==> src/pfb_pkg.sv <==
// shared constants, types and helper functions of the polyphase fir stage
package pfb_pkg;

  localparam int MAX_CHANNELS = 512;
  localparam int MAX_TAPS     = 8;
  localparam int STORE_DEPTH  = MAX_CHANNELS * MAX_TAPS;

  localparam int ADDR_W = $clog2(STORE_DEPTH);
  localparam int CH_W   = $clog2(MAX_CHANNELS);
  localparam int NC_W   = $clog2(MAX_CHANNELS + 1);
  localparam int TAP_W  = (MAX_TAPS > 1) ? $clog2(MAX_TAPS) : 1;
  localparam int NT_W   = $clog2(MAX_TAPS + 1);
  localparam int MAC_AW = TAP_W + NC_W + 1;

  localparam int COEFF_IDX_W = 12;
  localparam int COEFF_W     = 16;
  localparam int SAMPLE_W    = 16;
  localparam int RING_W      = 2 * SAMPLE_W;
  localparam int PROD_W      = SAMPLE_W + COEFF_W;
  localparam int ACC_W       = 34;
  localparam int OUT_CH_W    = 9;

  localparam int CFG_IDX_W  = 4;
  localparam int CFG_DATA_W = 16;
  localparam int CFG_NC_W   = 10;
  localparam int CFG_NT_W   = 4;

  localparam logic [CFG_NC_W-1:0] NUM_CHANNELS_RST = CFG_NC_W'(512);
  localparam logic [CFG_NT_W-1:0] NUM_TAPS_RST     = CFG_NT_W'(8);

  localparam logic [CFG_IDX_W-1:0] REG_NUM_CHANNELS = CFG_IDX_W'(0);
  localparam logic [CFG_IDX_W-1:0] REG_NUM_TAPS     = CFG_IDX_W'(1);

  typedef enum logic {
    OP_LOAD   = 1'b0,
    OP_SAMPLE = 1'b1
  } op_e;

  typedef enum logic [2:0] {
    ST_CLEAR,
    ST_IDLE,
    ST_READ,
    ST_WAIT,
    ST_FINISH
  } ctrl_state_e;

  typedef struct packed {
    logic              clear;
    logic [ADDR_W-1:0] clear_addr;
    logic              wr_coeff;
    logic              wr_sample;
    logic              rd_issue;
    logic [TAP_W-1:0]  tap;
    logic              first_tap;
    logic              last_tap;
    logic              load_out;
  } cmd_t;

  typedef struct packed {
    logic            acc_done;
    logic            out_free;
    logic [NT_W-1:0] num_taps;
  } sts_t;

  // out-of-range register values are pulled into the legal range
  function automatic logic [NC_W-1:0] eff_channels(input logic [CFG_NC_W-1:0] raw);
    logic [NC_W-1:0] r;
    if (raw == '0) begin
      r = NC_W'(1);
    end else if (int'(raw) > MAX_CHANNELS) begin
      r = NC_W'(MAX_CHANNELS);
    end else begin
      r = NC_W'(raw);
    end
    return r;
  endfunction

  function automatic logic [NT_W-1:0] eff_taps(input logic [CFG_NT_W-1:0] raw);
    logic [NT_W-1:0] r;
    if (raw == '0) begin
      r = NT_W'(1);
    end else if (int'(raw) > MAX_TAPS) begin
      r = NT_W'(MAX_TAPS);
    end else begin
      r = NT_W'(raw);
    end
    return r;
  endfunction

endpackage

==> src/pfb_ctrl.sv <==
// sequencer: ring clearing pass, item accept, tap reads, result hand-off
module pfb_ctrl (
  input  logic          clk_i,
  input  logic          rst_ni,
  input  logic          in_valid_i,
  input  logic          in_op_i,
  output logic          in_ready_o,
  input  pfb_pkg::sts_t sts_i,
  output pfb_pkg::cmd_t cmd_o
);

  localparam logic [pfb_pkg::ADDR_W-1:0] ClrLast = pfb_pkg::ADDR_W'(pfb_pkg::STORE_DEPTH - 1);

  pfb_pkg::ctrl_state_e state_q, state_d;
  logic [pfb_pkg::TAP_W-1:0]  tap_q;
  logic [pfb_pkg::ADDR_W-1:0] clr_addr_q;
  logic                       last_tap;
  logic                       is_sample;

  assign last_tap  = (tap_q == pfb_pkg::TAP_W'(sts_i.num_taps - pfb_pkg::NT_W'(1)));
  assign is_sample = (in_op_i == pfb_pkg::OP_SAMPLE);

  always_comb begin
    state_d = state_q;
    unique case (state_q)
      pfb_pkg::ST_CLEAR: begin
        if (clr_addr_q == ClrLast) state_d = pfb_pkg::ST_IDLE;
      end
      pfb_pkg::ST_IDLE: begin
        if (in_valid_i && is_sample) state_d = pfb_pkg::ST_READ;
      end
      pfb_pkg::ST_READ: begin
        if (last_tap) state_d = pfb_pkg::ST_WAIT;
      end
      pfb_pkg::ST_WAIT: begin
        if (sts_i.acc_done) state_d = pfb_pkg::ST_FINISH;
      end
      pfb_pkg::ST_FINISH: begin
        if (sts_i.out_free) state_d = pfb_pkg::ST_IDLE;
      end
      default: state_d = pfb_pkg::ST_IDLE;
    endcase
  end

  always_comb begin
    cmd_o            = '0;
    cmd_o.tap        = tap_q;
    cmd_o.clear_addr = clr_addr_q;
    in_ready_o       = 1'b0;
    unique case (state_q)
      pfb_pkg::ST_CLEAR: begin
        cmd_o.clear = 1'b1;
      end
      pfb_pkg::ST_IDLE: begin
        in_ready_o      = 1'b1;
        cmd_o.wr_coeff  = in_valid_i && !is_sample;
        cmd_o.wr_sample = in_valid_i && is_sample;
      end
      pfb_pkg::ST_READ: begin
        cmd_o.rd_issue  = 1'b1;
        cmd_o.first_tap = (tap_q == '0);
        cmd_o.last_tap  = last_tap;
      end
      pfb_pkg::ST_WAIT: begin
      end
      pfb_pkg::ST_FINISH: begin
        cmd_o.load_out = sts_i.out_free;
      end
      default: begin
      end
    endcase
  end

  always_ff @(posedge clk_i or negedge rst_ni) begin
    if (!rst_ni) begin
      state_q    <= pfb_pkg::ST_CLEAR;
      tap_q      <= '0;
      clr_addr_q <= '0;
    end else begin
      state_q <= state_d;
      if (state_q == pfb_pkg::ST_CLEAR) clr_addr_q <= clr_addr_q + pfb_pkg::ADDR_W'(1);
      if (state_q == pfb_pkg::ST_IDLE) begin
        tap_q <= '0;
      end else if (state_q == pfb_pkg::ST_READ) begin
        tap_q <= tap_q + pfb_pkg::TAP_W'(1);
      end
    end
  end

endmodule

==> config.mk <==
export PLATFORM = sky130hd
export DESIGN_NAME = pfb_ctrl
export DESIGN_NICKNAME = d
export VERILOG_FILES = /design/src/pfb_pkg.sv /design/src/pfb_ctrl.sv
export SDC_FILE = /design/constraint.sdc
export NUM_CORES = 1
export LEC_CHECK = 0
export ABC_CLOCK_PERIOD_IN_PS = 1700
export BUFFER_PORTS_ARGS = -buffer_cell sky130_fd_sc_hd__buf_4
export CORE_MARGIN = 2
export CORE_UTILIZATION = 45
export CTS_BUF_LIST = sky130_fd_sc_hd__clkbuf_8
export CTS_CLUSTER_SIZE = 25
export DETAILED_ROUTE_END_ITERATION = 8
export GPL_TIMING_DRIVEN = 0
export PLACE_DENSITY = 0.77
export SETUP_SLACK_MARGIN = 0.4
export SLEW_MARGIN = 20
export SYNTH_ARGS = -nofsm -noshare
export SYNTH_HDL_FRONTEND = slang
export SYNTH_SLANG_ARGS = --single-unit
==> constraint.sdc <==
create_clock -name clk_i -period 1.7 [get_ports clk_i]
set_clock_uncertainty 0.1 [all_clocks]
set_input_delay 0.17 -clock clk_i [delete_from_list [all_inputs] [get_ports clk_i]]
set_output_delay 0.17 -clock clk_i [all_outputs]
set_load 0.01 [all_outputs]
==> results by group <==
Cells and area
  • Most frequent cells in the layout: buf_4, dfrtp_1, buf_6, xor2_1
  • Layout cells sized above 1: 63.03%
  • Commonest non-fill, non-tap cell in the layout: buf_4
  • Area Overhead vs Synth: 84.56%
  • Post-route cell area: 1884 um2
  • Finished Layout Cells: 193
  • Filler instances: roughly 100
  • Fin nets: 180
  • Number of diodes: 0
  • Final core utilization: 86.85%

Pwr
  • Leak: 0.9617 nW
  • Pwr/cell area: around 1700 nW/um2
  • Tot Pwr: roughly 3.2 mW
  • IR Drop Worst-Case VDD: 0.001348 V

Timing
  • Period minus WS final: roughly 1700 ps
  • Tightest Pin Transition: 304.7 ps
  • RSZ-0062 raised after global routing: yes
  • Max_slew headroom: between 70% and 80%
  • Final period util: 99.55%
  • Fin. Hold Viols: 0
  • # setup viols final: 0
  • Max Freq: 590.9 MHz
  • Slew Viols, Final: 0
  • Hold Worst Slack: 23.42 ps

Worst setup path
  • Critical path type: reg -> out
  • Critical path required time: 1430 ps
  • R2r endpoint: tap_q[2]
  • CP endpoint kind: output pin
  • Crit path to: cmd_o[1]
  • Crit path DAT: between 1000 and 1500 ps
  • CP Max Fanout: 4
  • FF-to-FF setup slack: 40 ps
  • Startpoint Class: register
  • R2r worst-path depth: 6
  • Worst R2R Start: state_q[0]
  • Setup crit start: state_q[0]

Yosys
  • Post-Syn Area per Cell: roughly 10 um2
  • Synth Area in Compound Gates: 6.373%
  • Mapped cell area: 1021 um2
  • Number of synthesized flops with an enable pin: 0
  • Sequential share of the synthesized area: about 44%
  • Unique masters post-synth: 34
  • #FFs+latches synth: 18
  • Post-synthesis simple-gate area fraction: 26.23%
  • Post-synth top flop: dfrtp_1
  • Largest family of logic cells by synthesized area: simple AND/OR/NAND/NOR gates
  • Post-synthesis cell count: 99
  • Number of synthesis warnings: 0
  • Mux cell area share after synthesis: 0%
  • FFs w/ async S/R, synth: 100.0%
  • Post-Synth Adder-Cell Area: 4.902%
  • Synth Area in XOR/XNOR: 14.22%
  • Syn nets: 113

Die
  • Die width: 51.63 um
  • I/O pins: 33
  • Die Y: 51.63 um
  • Initial Util: 47.06%
  • Site Rows: 17
  • Core area: 2170 um2
  • Die area: 2666 um2

Clock tree
  • Clock transition at path regs: 70 ps
  • H-Tree Depth: 1
  • Clock buffer depth: 2
  • Worst skew pair latency: 250 ps
  • Root Buffer: clkbuf_8
  • Inserted Clock Buffers: 3
  • Sink Count: 18
  • CTS tree: yes

Route
  • Top sig layer: met4
  • Wire per inst: 17.63 um
  • Routed Antenna Nets: 0
  • Vias: 1072
  • Vias/cell: 5.554
  • DR WL met2: around 1900 um
  • Met3 wire len: 140 um
  • WL final: 3403 um
  • Wl on met1: ~1300 um
  • TritonRoute pass-1 iters: 4
  • Initial DRC count: 16
  • DRC violation count after routing: 0

Place
  • Placer Congestion: 0.7844
  • DP Cell Count: 158
  • Dpl hpwl: 1687 um
  • Port bufs: 31
  • DP Area: 1391 um2

GRT
  • Initial antenna violation count: 0
  • Largest net degree at the start of global routing: 19
  • Remaining Overflow, GRT: 0
  • Aggregate global-route resource usage: 25.40%
  • Number of global-route vias before repair: 1009
  • First-pass GRT wire length: ~4900 um

Run
  • Total of max-cap violations: 0

Min path
  • Worst hold path type: in -> reg

Outcome
  • Status: complete, no violations
layout make-up:
type                            instances  area (um2)  area share [%]
Buffer                                  4       57.56           3.054
Clock buffer                            4       55.05           2.922
Inverter                                7       28.78           1.527
Multi-Input combinational cell         70       733.2           38.91
Sequential cell                        18       456.7           24.24
Tap cell                               28       35.03           1.859
Timing Repair Buffer                   62       518.0           27.49
cells by family after synthesis:
group / after synthesis
fa+ha+maj: 4
xor+xnor: 15
compound gates: 9
simple gates: 42
flops: 18
buf+inv: 11
synthesized netlist by cell type, types with 3 or more instances:
master / number / area [um2]
nand2_1: 9 / 33.78
nor4_1: 4 / 25.02
xor2_1: 8 / 70.07
nor3_1: 3 / 15.01
xnor2_1: 6 / 52.55
nor2_1: 4 / 15.01
dfrtp_1: 18 / 450.4
clkbuf_1: 3 / 11.26
ha_1: 4 / 50.05
nand4_1: 4 / 25.02
inv_1: 7 / 26.28
worst max-delay path: stages, from the launching register on:
cell and delay (ps):
dfrtp_1 430, clkbuf_8 180, nor3b_4 230, and4_1 220, buf_4 120
worst min path at each step:
stage	from	end	slack, ps	depth (start not counted)
2_1_floorplan	rst_ni	clr_addr_q[0]	-230	0
3_3_place_gp	rst_ni	tap_q[2]	-50	1
3_5_place_dp	rst_ni	tap_q[2]	-40	1
4_1_cts	sts_i[4]	state_q[2]	1	2
5_1_grt	sts_i[5]	state_q[1]	20	2
6_report	sts_i[4]	state_q[2]	20	2
repair_timing:
action                                  CTS  global route
buffers inserted                         26             4
gates resized for setup                  28            10
hold buffers                              1             0
hold endpoints to repair                 18             0
pin swaps                                28            11
endpoints found under the setup margin   22            26
stage by stage:
step / setup slack, ps / setup TNS (ps)
5_1_grt: -28.22 / -44.96
4_1_cts: 46.98 / 0
3_3_place_gp: 103.2 / 0
3_5_place_dp: 77.66 / 0
6_report: 7.698 / 0
2_1_floorplan: 182.7 / 0
registers in the layout (all words and copies together) (netlist names):
register,flops
clr_addr_q,12
tap_q,3
state_q,3
power by group:
part	switching [mW]	leakage (nW)	internal, mW
combinational	0.918	0.703	1.19
clock	0.141	0.0288	0.206
sequential	0.179	0.230	0.555
total	1.24	0.962	1.95
per-layer routing:
metal / track usage, % / vias up
li1: - / 485
met1: 30.78 / 544
met2: 46.15 / 37
met3: 3.736 / 6
met4: 7.895 / 0
met5: 0 / -
(Power assumes the default switching activity.)
